[config.mk]
export PLATFORM = sky130hd
export DESIGN_NAME = integer_to_ascii_padded
export DESIGN_NICKNAME = d
export VERILOG_FILES = /design/src/rtl/itoap_pkg.sv /design/src/rtl/itoap_queue.sv /design/src/rtl/itoap_front.sv /design/src/rtl/itoap_back.sv /design/src/rtl/integer_to_ascii_padded.sv
export SDC_FILE = /design/constraint.sdc
export NUM_CORES = 1
export LEC_CHECK = 0
export BUFFER_PORTS_ARGS = -buffer_cell sky130_fd_sc_hd__buf_4
export CORE_MARGIN = 2
export CORE_UTILIZATION = 65
export DETAILED_ROUTE_END_ITERATION = 7
export PLACE_DENSITY = 0.93
export SYNTH_ARGS = -nofsm -noshare
export SYNTH_HDL_FRONTEND = slang
export SYNTH_SLANG_ARGS = --single-unit
[constraint.sdc]
create_clock -name clk -period 15.63 [get_ports clk]
set_input_delay 0.7815 -clock clk [delete_from_list [all_inputs] [get_ports clk]]
set_output_delay 0.7815 -clock clk [all_outputs]
set_load 0.01 [all_outputs]
[src/rtl/itoap_pkg.sv]
`timescale 1ns / 1ps
`default_nettype none

package itoap_pkg;

  // Size of the text buffer; the field width is clamped to one less.
  localparam int BUFFER_SIZE = 64;
  localparam int WIDTH_W     = $clog2(BUFFER_SIZE);

  localparam int VALUE_W   = 64;
  localparam int FIELD_W   = 8;
  localparam int CHAR_W    = 7;
  localparam int NIB_W     = 4;
  // A 64-bit magnitude needs at most 20 decimal digits.
  localparam int DIGITS    = 20;
  localparam int DIG_W     = DIGITS * NIB_W;
  localparam int ND_W      = $clog2(DIGITS + 1);
  localparam int CONV_W    = $clog2(VALUE_W);

  localparam int QUEUE_DEPTH = 2;
  localparam int QPTR_W      = $clog2(QUEUE_DEPTH);
  localparam int QCNT_W      = $clog2(QUEUE_DEPTH + 1);

  localparam logic [CHAR_W-1:0] CH_ZERO  = 7'h30;
  localparam logic [CHAR_W-1:0] CH_UPPER = 7'h41;
  localparam logic [CHAR_W-1:0] CH_MINUS = 7'h2D;
  localparam logic [CHAR_W-1:0] CH_SPACE = 7'h20;
  localparam logic [NIB_W-1:0]  RADIX_DEC = 4'd10;

  // One converted number, digits left-justified (most significant on top).
  typedef struct packed {
    logic [DIG_W-1:0]   digits;
    logic [ND_W-1:0]    nd;
    logic [WIDTH_W-1:0] width;
    logic               neg;
    logic               zpad;
  } item_t;

  // ASCII for one digit of radix 10 or 16, upper-case letters.
  function automatic logic [CHAR_W-1:0] digit_char(input logic [NIB_W-1:0] nib);
    logic [CHAR_W-1:0] c;
    if (nib < RADIX_DEC) begin
      c = CH_ZERO + CHAR_W'(nib);
    end else begin
      c = CH_UPPER + CHAR_W'(nib - RADIX_DEC);
    end
    return c;
  endfunction

endpackage

`default_nettype wire

[src/rtl/itoap_queue.sv]
`timescale 1ns / 1ps
`default_nettype none

module itoap_queue
  import itoap_pkg::*;
(
  input  wire logic  clk,
  input  wire logic  rst_n,
  input  wire logic  push,
  input  wire item_t push_data,
  output logic       full,
  input  wire logic  pop,
  output item_t      pop_data,
  output logic       empty
);

  item_t              entry_r [QUEUE_DEPTH];
  logic [QPTR_W-1:0]  wr_ptr_r, wr_ptr_nxt;
  logic [QPTR_W-1:0]  rd_ptr_r, rd_ptr_nxt;
  logic [QCNT_W-1:0]  count_r, count_nxt;
  logic               do_push, do_pop;

  assign full     = (count_r == QCNT_W'(QUEUE_DEPTH));
  assign empty    = (count_r == '0);
  assign do_push  = push && !full;
  assign do_pop   = pop && !empty;
  assign pop_data = entry_r[rd_ptr_r];

  // Pointer and occupancy update.
  always_comb begin
    wr_ptr_nxt = wr_ptr_r;
    rd_ptr_nxt = rd_ptr_r;
    count_nxt  = count_r;
    if (do_push) begin
      wr_ptr_nxt = (wr_ptr_r == QPTR_W'(QUEUE_DEPTH - 1)) ? '0 : wr_ptr_r + 1'b1;
    end
    if (do_pop) begin
      rd_ptr_nxt = (rd_ptr_r == QPTR_W'(QUEUE_DEPTH - 1)) ? '0 : rd_ptr_r + 1'b1;
    end
    if (do_push && !do_pop) begin
      count_nxt = count_r + 1'b1;
    end else if (do_pop && !do_push) begin
      count_nxt = count_r - 1'b1;
    end
  end

  always_ff @(posedge clk) begin
    if (!rst_n) begin
      wr_ptr_r <= '0;
      rd_ptr_r <= '0;
      count_r  <= '0;
    end else begin
      wr_ptr_r <= wr_ptr_nxt;
      rd_ptr_r <= rd_ptr_nxt;
      count_r  <= count_nxt;
    end
  end

  // Entry storage needs no reset.
  always_ff @(posedge clk) begin
    if (do_push) begin
      entry_r[wr_ptr_r] <= push_data;
    end
  end

endmodule

`default_nettype wire

[src/rtl/itoap_front.sv]
`timescale 1ns / 1ps
`default_nettype none

module itoap_front
  import itoap_pkg::*;
(
  input  wire logic               clk,
  input  wire logic               rst_n,
  input  wire logic [VALUE_W-1:0] value,
  input  wire logic               is_signed,
  input  wire logic               base_hex,
  input  wire logic               zero_fill,
  input  wire logic [FIELD_W-1:0] field_width,
  input  wire logic               push,
  output logic                    full,
  output logic                    q_push,
  output item_t                   q_data,
  input  wire logic               q_full
);

  typedef enum logic [3:0] {
    F_IDLE = 4'b0001,
    F_CONV = 4'b0010,
    F_NORM = 4'b0100,
    F_PUSH = 4'b1000
  } front_state_t;

  front_state_t       state_r, state_nxt;
  logic [VALUE_W-1:0] mag_r, mag_nxt;
  logic [DIG_W-1:0]   digits_r, digits_nxt;
  logic [ND_W-1:0]    nd_r, nd_nxt;
  logic [WIDTH_W-1:0] width_r, width_nxt;
  logic               neg_r, neg_nxt;
  logic               zpad_r, zpad_nxt;
  logic [CONV_W-1:0]  cnt_r, cnt_nxt;
  logic [DIG_W-1:0]   bcd_adj;
  logic               in_neg;

  assign full   = (state_r != F_IDLE);
  assign q_push = (state_r == F_PUSH) && !q_full;
  assign in_neg = !base_hex && is_signed && value[VALUE_W-1];

  assign q_data.digits = digits_r;
  assign q_data.nd     = nd_r;
  assign q_data.width  = width_r;
  assign q_data.neg    = neg_r;
  assign q_data.zpad   = zpad_r;

  // Shift-and-add-3 correction: every BCD digit of five or more gets three added.
  always_comb begin
    for (int i = 0; i < DIGITS; i++) begin
      if (digits_r[i*NIB_W +: NIB_W] >= 4'd5) begin
        bcd_adj[i*NIB_W +: NIB_W] = digits_r[i*NIB_W +: NIB_W] + 4'd3;
      end else begin
        bcd_adj[i*NIB_W +: NIB_W] = digits_r[i*NIB_W +: NIB_W];
      end
    end
  end

  // Sequencer: accept, convert a decimal magnitude one bit per cycle, left-justify, hand over.
  always_comb begin
    state_nxt  = state_r;
    mag_nxt    = mag_r;
    digits_nxt = digits_r;
    nd_nxt     = nd_r;
    width_nxt  = width_r;
    neg_nxt    = neg_r;
    zpad_nxt   = zpad_r;
    cnt_nxt    = cnt_r;
    unique case (state_r)
      F_IDLE: begin
        if (push) begin
          neg_nxt  = in_neg;
          zpad_nxt = zero_fill;
          nd_nxt   = ND_W'(DIGITS);
          mag_nxt  = in_neg ? (~value + 1'b1) : value;
          if ({1'b0, field_width} >= (FIELD_W + 1)'(BUFFER_SIZE)) begin
            width_nxt = WIDTH_W'(BUFFER_SIZE - 1);
          end else begin
            width_nxt = WIDTH_W'(field_width);
          end
          if (base_hex) begin
            digits_nxt = {{(DIG_W - VALUE_W){1'b0}}, value};
            state_nxt  = F_NORM;
          end else begin
            digits_nxt = '0;
            cnt_nxt    = CONV_W'(VALUE_W - 1);
            state_nxt  = F_CONV;
          end
        end
      end
      F_CONV: begin
        digits_nxt = {bcd_adj[DIG_W-2:0], mag_r[VALUE_W-1]};
        mag_nxt    = {mag_r[VALUE_W-2:0], 1'b0};
        if (cnt_r == '0) begin
          state_nxt = F_NORM;
        end else begin
          cnt_nxt = cnt_r - 1'b1;
        end
      end
      F_NORM: begin
        // Drop leading zero digits, keeping at least one.
        if ((digits_r[DIG_W-1 -: NIB_W] == '0) && (nd_r != ND_W'(1))) begin
          digits_nxt = {digits_r[DIG_W-NIB_W-1:0], {NIB_W{1'b0}}};
          nd_nxt     = nd_r - 1'b1;
        end else begin
          state_nxt = F_PUSH;
        end
      end
      F_PUSH: begin
        if (!q_full) begin
          state_nxt = F_IDLE;
        end
      end
      default: begin
        state_nxt = F_IDLE;
      end
    endcase
  end

  always_ff @(posedge clk) begin
    if (!rst_n) begin
      state_r <= F_IDLE;
    end else begin
      state_r <= state_nxt;
    end
  end

  // Working registers need no reset.
  always_ff @(posedge clk) begin
    mag_r    <= mag_nxt;
    digits_r <= digits_nxt;
    nd_r     <= nd_nxt;
    width_r  <= width_nxt;
    neg_r    <= neg_nxt;
    zpad_r   <= zpad_nxt;
    cnt_r    <= cnt_nxt;
  end

endmodule

`default_nettype wire

[src/rtl/itoap_back.sv]
`timescale 1ns / 1ps
`default_nettype none

module itoap_back
  import itoap_pkg::*;
(
  input  wire logic              clk,
  input  wire logic              rst_n,
  input  wire item_t             q_data,
  input  wire logic              q_empty,
  output logic                   q_pop,
  output logic [CHAR_W-1:0]      character,
  output logic                   last,
  output logic                   empty,
  input  wire logic              pop
);

  logic               busy_r, busy_nxt;
  logic [DIG_W-1:0]   digits_r, digits_nxt;
  logic [ND_W-1:0]    nd_r, nd_nxt;
  logic [WIDTH_W-1:0] pre_r, pre_nxt;
  logic               first_r, first_nxt;
  logic               neg_r, neg_nxt;
  logic               zpad_r, zpad_nxt;
  logic [WIDTH_W-1:0] body_len;
  logic [WIDTH_W-1:0] pre_len;
  logic               take;
  logic               sign_here;

  assign empty = !busy_r;
  assign last  = (pre_r == '0) && (nd_r == ND_W'(1));
  assign take  = busy_r && pop;
  assign q_pop = !q_empty && (!busy_r || (take && last));

  // Prefix ahead of the digits: padding plus sign, at least the sign.
  assign body_len = WIDTH_W'(q_data.nd) + WIDTH_W'(q_data.neg);
  assign pre_len  = ((q_data.width > body_len) ? (q_data.width - body_len) : '0)
                    + WIDTH_W'(q_data.neg);

  // The sign leads zero padding, and closes space padding.
  assign sign_here = neg_r && ((zpad_r && first_r) || (!zpad_r && (pre_r == WIDTH_W'(1))));

  always_comb begin
    if (pre_r != '0) begin
      if (sign_here) begin
        character = CH_MINUS;
      end else begin
        character = zpad_r ? CH_ZERO : CH_SPACE;
      end
    end else begin
      character = digit_char(digits_r[DIG_W-1 -: NIB_W]);
    end
  end

  // Load the next number or step through the current one on each transfer.
  always_comb begin
    busy_nxt   = busy_r;
    digits_nxt = digits_r;
    nd_nxt     = nd_r;
    pre_nxt    = pre_r;
    first_nxt  = first_r;
    neg_nxt    = neg_r;
    zpad_nxt   = zpad_r;
    if (q_pop) begin
      busy_nxt   = 1'b1;
      digits_nxt = q_data.digits;
      nd_nxt     = q_data.nd;
      pre_nxt    = pre_len;
      first_nxt  = 1'b1;
      neg_nxt    = q_data.neg;
      zpad_nxt   = q_data.zpad;
    end else if (take) begin
      if (last) begin
        busy_nxt = 1'b0;
      end else if (pre_r != '0) begin
        pre_nxt   = pre_r - 1'b1;
        first_nxt = 1'b0;
      end else begin
        digits_nxt = {digits_r[DIG_W-NIB_W-1:0], {NIB_W{1'b0}}};
        nd_nxt     = nd_r - 1'b1;
      end
    end
  end

  always_ff @(posedge clk) begin
    if (!rst_n) begin
      busy_r <= 1'b0;
    end else begin
      busy_r <= busy_nxt;
    end
  end

  always_ff @(posedge clk) begin
    digits_r <= digits_nxt;
    nd_r     <= nd_nxt;
    pre_r    <= pre_nxt;
    first_r  <= first_nxt;
    neg_r    <= neg_nxt;
    zpad_r   <= zpad_nxt;
  end

endmodule

`default_nettype wire

[src/rtl/integer_to_ascii_padded.sv]
// Decimal input passes through the 64-step shift-and-add-3 converter and the one-digit-per-cycle
// leading-zero trim; hex input skips the converter and goes straight to the trim.
// Throughput: one character per cycle while pop is held; a two-entry queue lets conversion of
// the next number overlap emission of the current one.
// Reset (rst_n low, synchronous) empties the queue and idles both parts; no clearing pass.
`timescale 1ns / 1ps
`default_nettype none

module integer_to_ascii_padded
  import itoap_pkg::*;
(
  input  wire logic               clk,
  input  wire logic               rst_n,
  input  wire logic [VALUE_W-1:0] in_value,
  input  wire logic               in_is_signed,
  input  wire logic               in_base_hex,
  input  wire logic               in_zero_fill,
  input  wire logic [FIELD_W-1:0] in_field_width,
  input  wire logic               push,
  output logic                    full,
  output logic [CHAR_W-1:0]       out_character,
  output logic                    out_last,
  output logic                    empty,
  input  wire logic               pop
);

  item_t fq_data;
  item_t qb_data;
  logic  fq_push;
  logic  fq_full;
  logic  qb_pop;
  logic  qb_empty;

  // Front: accepts items and converts them to left-justified digit strings.
  itoap_front u_front (
    .clk         (clk),
    .rst_n       (rst_n),
    .value       (in_value),
    .is_signed   (in_is_signed),
    .base_hex    (in_base_hex),
    .zero_fill   (in_zero_fill),
    .field_width (in_field_width),
    .push        (push),
    .full        (full),
    .q_push      (fq_push),
    .q_data      (fq_data),
    .q_full      (fq_full)
  );

  // Queue of converted numbers between the two parts.
  itoap_queue u_queue (
    .clk       (clk),
    .rst_n     (rst_n),
    .push      (fq_push),
    .push_data (fq_data),
    .full      (fq_full),
    .pop       (qb_pop),
    .pop_data  (qb_data),
    .empty     (qb_empty)
  );

  // Back: emits padding, sign and digits one character per transfer.
  itoap_back u_back (
    .clk       (clk),
    .rst_n     (rst_n),
    .q_data    (qb_data),
    .q_empty   (qb_empty),
    .q_pop     (qb_pop),
    .character (out_character),
    .last      (out_last),
    .empty     (empty),
    .pop       (pop)
  );

endmodule

`default_nettype wire

==> results of run 1 <==
-- power by group through the flow --
stage	registers [mW]	logic, mW	clock network, mW
floorplan	1.89	0.848	0
global placement	1.92	0.999	0
detailed placement	1.95	1.07	0
CTS	1.93	1.10	1.03
global route	1.96	1.22	1.08
finish	1.94	1.11	1.03
-- sequential cells by signal (all words and copies together) (netlist names), 2 cells and up, named ones only --
name and count:
u_front.cnt_r 6, u_back.pre_r 6, u_front.mag_r 64, u_front.nd_r 5, u_front.width_r 6, u_back.digits_r 80, u_front.state_r 4, u_front.digits_r 80
u_back.nd_r 5, u_queue.entry_r 186, u_queue.count_r 2
-- critical path, stage by stage, from the launching register on --
cell	delay [ns]
dfxtp_4	0.76
buf_4	0.87
mux2i_1	0.20
ha_1	0.27
fa_1	0.42
nor2b_1	0.17
o211ai_1	0.15
nand2b_1	0.10
a21oi_1	0.06
nor2_1	0.10
ha_1	0.18
nand3b_1	0.12
nor4b_1	0.37
xnor3_1	0.39
a31o_2	0.26
-- cell usage after synthesis (2+ instances only) --
cell type	count
a21boi_0	2
a21o_1	3
a21oi_1	144
a21oi_2	5
a221o_1	15
a22oi_1	34
a31oi_1	22
a41oi_1	2
and2_1	8
and3_1	5
buf_1	8
buf_2	3
buf_6	8
clkbuf_1	60
dfxtp_1	11
edfxtp_1	442
ha_1	66
inv_1	67
mux2_2	8
mux2i_1	88
nand2_1	203
nand2b_1	27
nand3_1	6
nand3b_1	6
nand4_1	6
nand4b_1	2
nor2_1	131
nor2b_1	4
nor3_1	29
nor3b_1	20
nor4_1	11
nor4_2	3
nor4_4	2
nor4b_1	7
o21ai_0	186
o21ai_1	31
o21bai_1	2
o22ai_1	6
o31ai_1	5
o32ai_1	4
or2_2	3
or3_1	11
xnor2_1	87
xor2_1	23
-- layout make-up --
cell class	count	share of cell area
Sequential cell	453	0.555
Multi-Input combinational cell	1236	0.323
Clock buffer	48	0.0451
Timing Repair Buffer	102	0.0315
Tap cell	448	0.0231
Clock inverter	30	0.0115
Inverter	68	0.0105
-- through the flow --
| stage | util | hold slack [ns] |
|---|---|---|
| 5_1_grt | 0.728 | 0.398 |
| 2_1_floorplan | - | 0.421 |
| 4_1_cts | 0.728 | 0.396 |
| 6_report | 0.728 | 0.415 |
| 3_3_place_gp | 0.687 | 0.424 |
| 3_5_place_dp | 0.687 | 0.430 |
-- path summary, 6_finish.rpt --
kind                                      from                    end
worst max-delay path                      flop        u_back.pre_r[5]
worst min-delay path              in_zero_fill         u_front.zpad_r
worst max register to register            flop        u_back.pre_r[5]
worst min register to register  u_front.zpad_r  u_queue.entry_r[1][0]
-- cell families after synthesis --
kind of cell	count (synthesis)	synth area share
AO/OA/AOI/OAI	470	0.121
XOR/XNOR	111	0.0450
adder cells (fa/ha/maj)	67	0.0386
buffers and inverters	148	0.0284
flip-flops	453	0.616
multiplexers	96	0.0443
AND/OR/NAND/NOR	492	0.107
-- routing by layer --
metal / track usage / wire, um / vias to the layer above
met5: 0 / 0 / -
met4: 0.123 / 2040 / 0
met3: 0.0365 / 4470 / 208
met2: 0.481 / 25100 / 975
met1: 0.361 / 18500 / 7436
li1: - / - / 6891
-- cells in the final DEF (no fill, tap or decap), types with 29 or more instances in the layout --
master and count:
edfxtp_1 442, nand2_1 202, inv_1 67, o21ai_0 186, a21oi_1 143, ha_1 66, nor2_1 129, a22oi_1 34
buf_4 102, nor3_1 29, mux2i_1 88, xnor2_1 87, clkbuf_16 43, o21ai_1 31
==> results.yml, run 1 <==
run_status:
  status: "complete, no violations"
layout:
  n_antenna_cell: 0
  fin_cells: 2385
  area_growth_pct: 10.9
  final_area_sq_um: 24300
  regArea_sq_um: 13500
  multi_input_area_sq_um: 7850
  fillCellCount: 2027
  layout.nets: 2050
  drive_gt1_frac: 0.105
placement:
  dp_hpwl_um: 30700
  pre_cts_slack_ns: 10.94
  place_area_sq_um: 22900
  dp.cells: 2307
  port_buffers: 88
  place.gp.congestion: 0.872
global_route:
  grt_usage: 0.281
  grt_pass1_wl_um: 79100
  grt_pass1_vias: 15500
  antenna_found_initial: 0
  grt_max_degree: 101
  grt-ovfl-total: 0
synthesis:
  async_flop_share: 0
  syn_area_per_cell_sq_um: 11.9
  dominantRegCellSynth: "edfxtp_1"
  synth.area.top_cells: "edfxtp_1, o21ai_0, mux2i_1, ha_1, nand2_1"
  synthDistinctLibCells: 65
  synth-edff-count: 442
  ys_ff_latch: 453
  ys_seq_area_frac: 0.616
  synth_cells: 1837
  ys_warn_count: 0
  synth_top_area_share: 0.606
  yosysTopAreaCell: "edfxtp_1"
  syn-num-nets: 1983
  syn_area_sq_um: 21900
sta:
  fin_crit_sh: 0.305
  worst_pin_slew_ns: 1.14
  fmax_ghz: 0.210
  hold_viol: 0
  fin_setup_tns_ns: 0
  fin_crit_ns: 4.77
  rsz0062_at_grt: "false"
  worst_slack_ns: 10.86
  slew_headroom: 0.240
  drv_slew: 0
  finalClockSkew_ns: 0.0218
  finalSetupViolCount: 0
drt:
  wl_um: 50000
  drt_pass1_iterations: 6
  wire_per_inst_um: 21.0
  drt_iter0_drc: 2117
  route.detailed.drc: 0
  vias: 15500
  antenna_left: 0
  viasPerCell: 6.50
cts:
  cts_resized: 0
  cts_made_buffers: 43
  cts_setup_buffers: 0
  ctsHoldBuffers: 0
  clk_pin_slew_ns: 0.06
  cts-root-buf: "clkbuf_16"
  insertion_delay_ns: 0.55
  cts.sink_count: 453
  cts_tree: "yes"
  cts_buffer_depth: 3
  htree_levels: 2
power:
  power.total_mw: 4.08
  p_sw_mw: 1.35
  combPwrFrac: 0.272
  internal_power_mw: 2.73
  p_seq_frac: 0.475
  cellPowerDensity_nw_per_um2: 168
  swShare: 0.331
  leakage_nw: 8.41
  vdd_drop_max_mv: 0.127
  p_clk_frac: 0.253
worst_setup_path:
  start_kind: "flop"
  rr_worst_depth: 14
  r2r_slack_ns: 10.86
  crit_arrival_ns: 5.07
  cp_max_fo: 55
  cp.required_ns: 15.93
  path_class: "reg -> reg"
  end_kind: "flop"
hold_path:
  hold_path_depth: 1
  hold_class: "in -> reg"
floorplanning:
  initial_utilization: 0.657
  num_rows: 67
  io_pins: 89
  die_area_sq_um: 35200
  dieWidth_um: 188
  core_area_sq_um: 33400
  die_h_um: 188
job:
  cap_violations: 0
Note: power is estimated with default switching activity, not from simulation.
==> run 2, diff against run 1 <==
Settings changed: CORE_UTILIZATION 65 to 62, PLACE_DENSITY 0.93 to 0.9.
Clock period 15.63 ns to 4.69 ns, I/O delays scaled along.
==> run 2 against run 1 <==
Clock skew grew 0.0083 ns; first-iteration DRC count shrank 23%; maximum frequency grew 13%; routed wire length shrank 1.1%; utilization shrank 1.7 points; highest routed layer unchanged; clock-buffer cell count grew 2; sequential cell count is the same.
==> results.yml, run 2 (same netlist as run 1, synthesis figures left out) <==
floorplanning:
  num_rows: 68
  io_pins: 89
  dieWidth_um: 192
  core_area_sq_um: 34700
  die_h_um: 192
  initial_utilization: 0.631
  die_area_sq_um: 36900
sta:
  fmax_ghz: 0.238
  finalSetupViolCount: 0
  fin_crit_sh: 0.896
  hold_viol: 0
  hold_slack_ns: 0.0197
  fin_setup_tns_ns: 0
  fin_crit_ns: 4.20
  finalClockSkew_ns: 0.0301
  drv_slew: 0
  worst_pin_slew_ns: 1.14
  slew_headroom: 0.242
  rsz0062_at_grt: "false"
hold_path:
  hold_class: "in -> reg"
layout:
  top_regs: "u_queue.entry_r x186, u_back.digits_r x80, u_front.digits_r x80"
  final_common_cell: "edfxtp_1"
  area_growth_pct: 12.6
  largest_reg_flops: 186
  layout.nets: 2076
  layout_common_cells: "edfxtp_1, nand2_1, o21ai_0, a21oi_1, nor2_1"
  n_antenna_cell: 0
  final_area_sq_um: 24700
  top_register: "u_queue.entry_r"
  drive_gt1_frac: 0.108
worst_setup_path:
  r2r_slack_ns: 0.49
  worstReg2RegEnd: "u_back.pre_r[5]"
  start_kind: "flop"
  cp.required_ns: 5.01
  path_class: "reg -> reg"
  crit_arrival_ns: 4.52
  cp_max_fo: 17
  rr_worst_depth: 15
  end_kind: "flop"
  cp-endpoint: "u_back.pre_r[5]"
cts:
  htree_levels: 2
  insertion_delay_ns: 0.57
  cts-root-buf: "clkbuf_16"
  cts_buffer_depth: 3
  cts.sink_count: 453
  cts_made_buffers: 45
  cts_tree: "yes"
  clk_pin_slew_ns: 0.06
  cts_resized: 0
drt:
  antenna_left: 0
  vias: 15400
  drt_iter0_drc: 1635
  route.detailed.drc: 0
  drt_pass1_iterations: 8
  wl_um: 49500
  viasPerCell: 6.36
  wire_per_inst_um: 20.5
global_route:
  globalRouteMet3Util: 0.0429
  grt_usage: 0.273
  use_met2: 0.462
  use_met1: 0.350
  grt-ovfl-total: 0
  grt_pass1_wl_um: 78500
  busiest_layer: "met2"
  grt_max_degree: 101
  antenna_found_initial: 0
  grt_pass1_vias: 15300
job:
  cap_violations: 0
placement:
  place.gp.congestion: 0.886
  place_area_sq_um: 23000
  port_buffers: 88
  dp_hpwl_um: 31100
power:
  vdd_drop_max_mv: 0.380
  cellPowerDensity_nw_per_um2: 562
  leakage_nw: 8.57
  power.total_mw: 13.9
run_status:
  status: "complete, no violations"
[run 2: routing by layer]
layer | wire length [um] | part of all wire | vias to the layer above
li1 | - | - | 6954
met1 | 18400 | 0.37 | 7304
met2 | 24700 | 0.50 | 941
met3 | 4550 | 0.092 | 158
met4 | 1770 | 0.036 | 0
met5 | 0 | 0 | -
[run 2: how the worst min path moves through the flow]
stage                            start              endpoint  slack [ns]  cells past startpoint
after floorplan           in_zero_fill        u_front.zpad_r        0.33                      0
after global placement    in_zero_fill        u_front.zpad_r        0.41                      1
after detailed placement  in_zero_fill        u_front.zpad_r        0.41                      1
after CTS                          pop        u_back.first_r       0.002                      4
after global routing      in_value[31]  u_front.digits_r[31]        0.01                      2
final                     in_value[38]  u_front.digits_r[38]        0.02                      3
[run 2: repair_timing]
| item | 4_1_cts | 5_1_grt |
|---|---|---|
| hold buffers | 18 | 0 |
| endpoints found under the setup margin | 0 | 0 |
| hold endpoints to repair | 18 | 0 |
| setup buffers | 0 | 0 |
[run 2: report_power, final]
group / internal [mW] / switching (mW)
sequential: 5.80 / 0.597
clock: 2.20 / 1.51
combinational: 1.37 / 2.39
[run 2: metrics by stage]
stage,instances,setup slack (ns),util
after CTS,2416,0.527,0.711
after global placement,2320,0.785,0.662
after global routing,2416,0.235,0.711
after floorplan,1837,0.638,-
after detailed placement,2320,0.540,0.662
final,2416,0.487,0.711
[run 2: layout make-up]
cell class	count	area, sq um
Clock inverter	28	365
Tap cell	455	569
Sequential cell	453	13500
Inverter	68	255
Fill cell	2130	10000
Timing Repair Buffer	126	1000
Clock buffer	50	1140
Multi-Input combinational cell	1236	7850
[run 2: worst max-delay path, stage by stage (launching register included)]
cell	delay, ns
dfxtp_4	0.52
mux2_2	0.44
ha_1	0.22
ha_1	0.21
xor2_1	0.17
ha_1	0.39
nor2b_1	0.21
o211ai_1	0.14
nand2b_1	0.10
a21oi_1	0.07
nor2_1	0.09
ha_1	0.18
nand3b_1	0.12
nor4b_1	0.44
xnor3_1	0.40
a31o_2	0.25
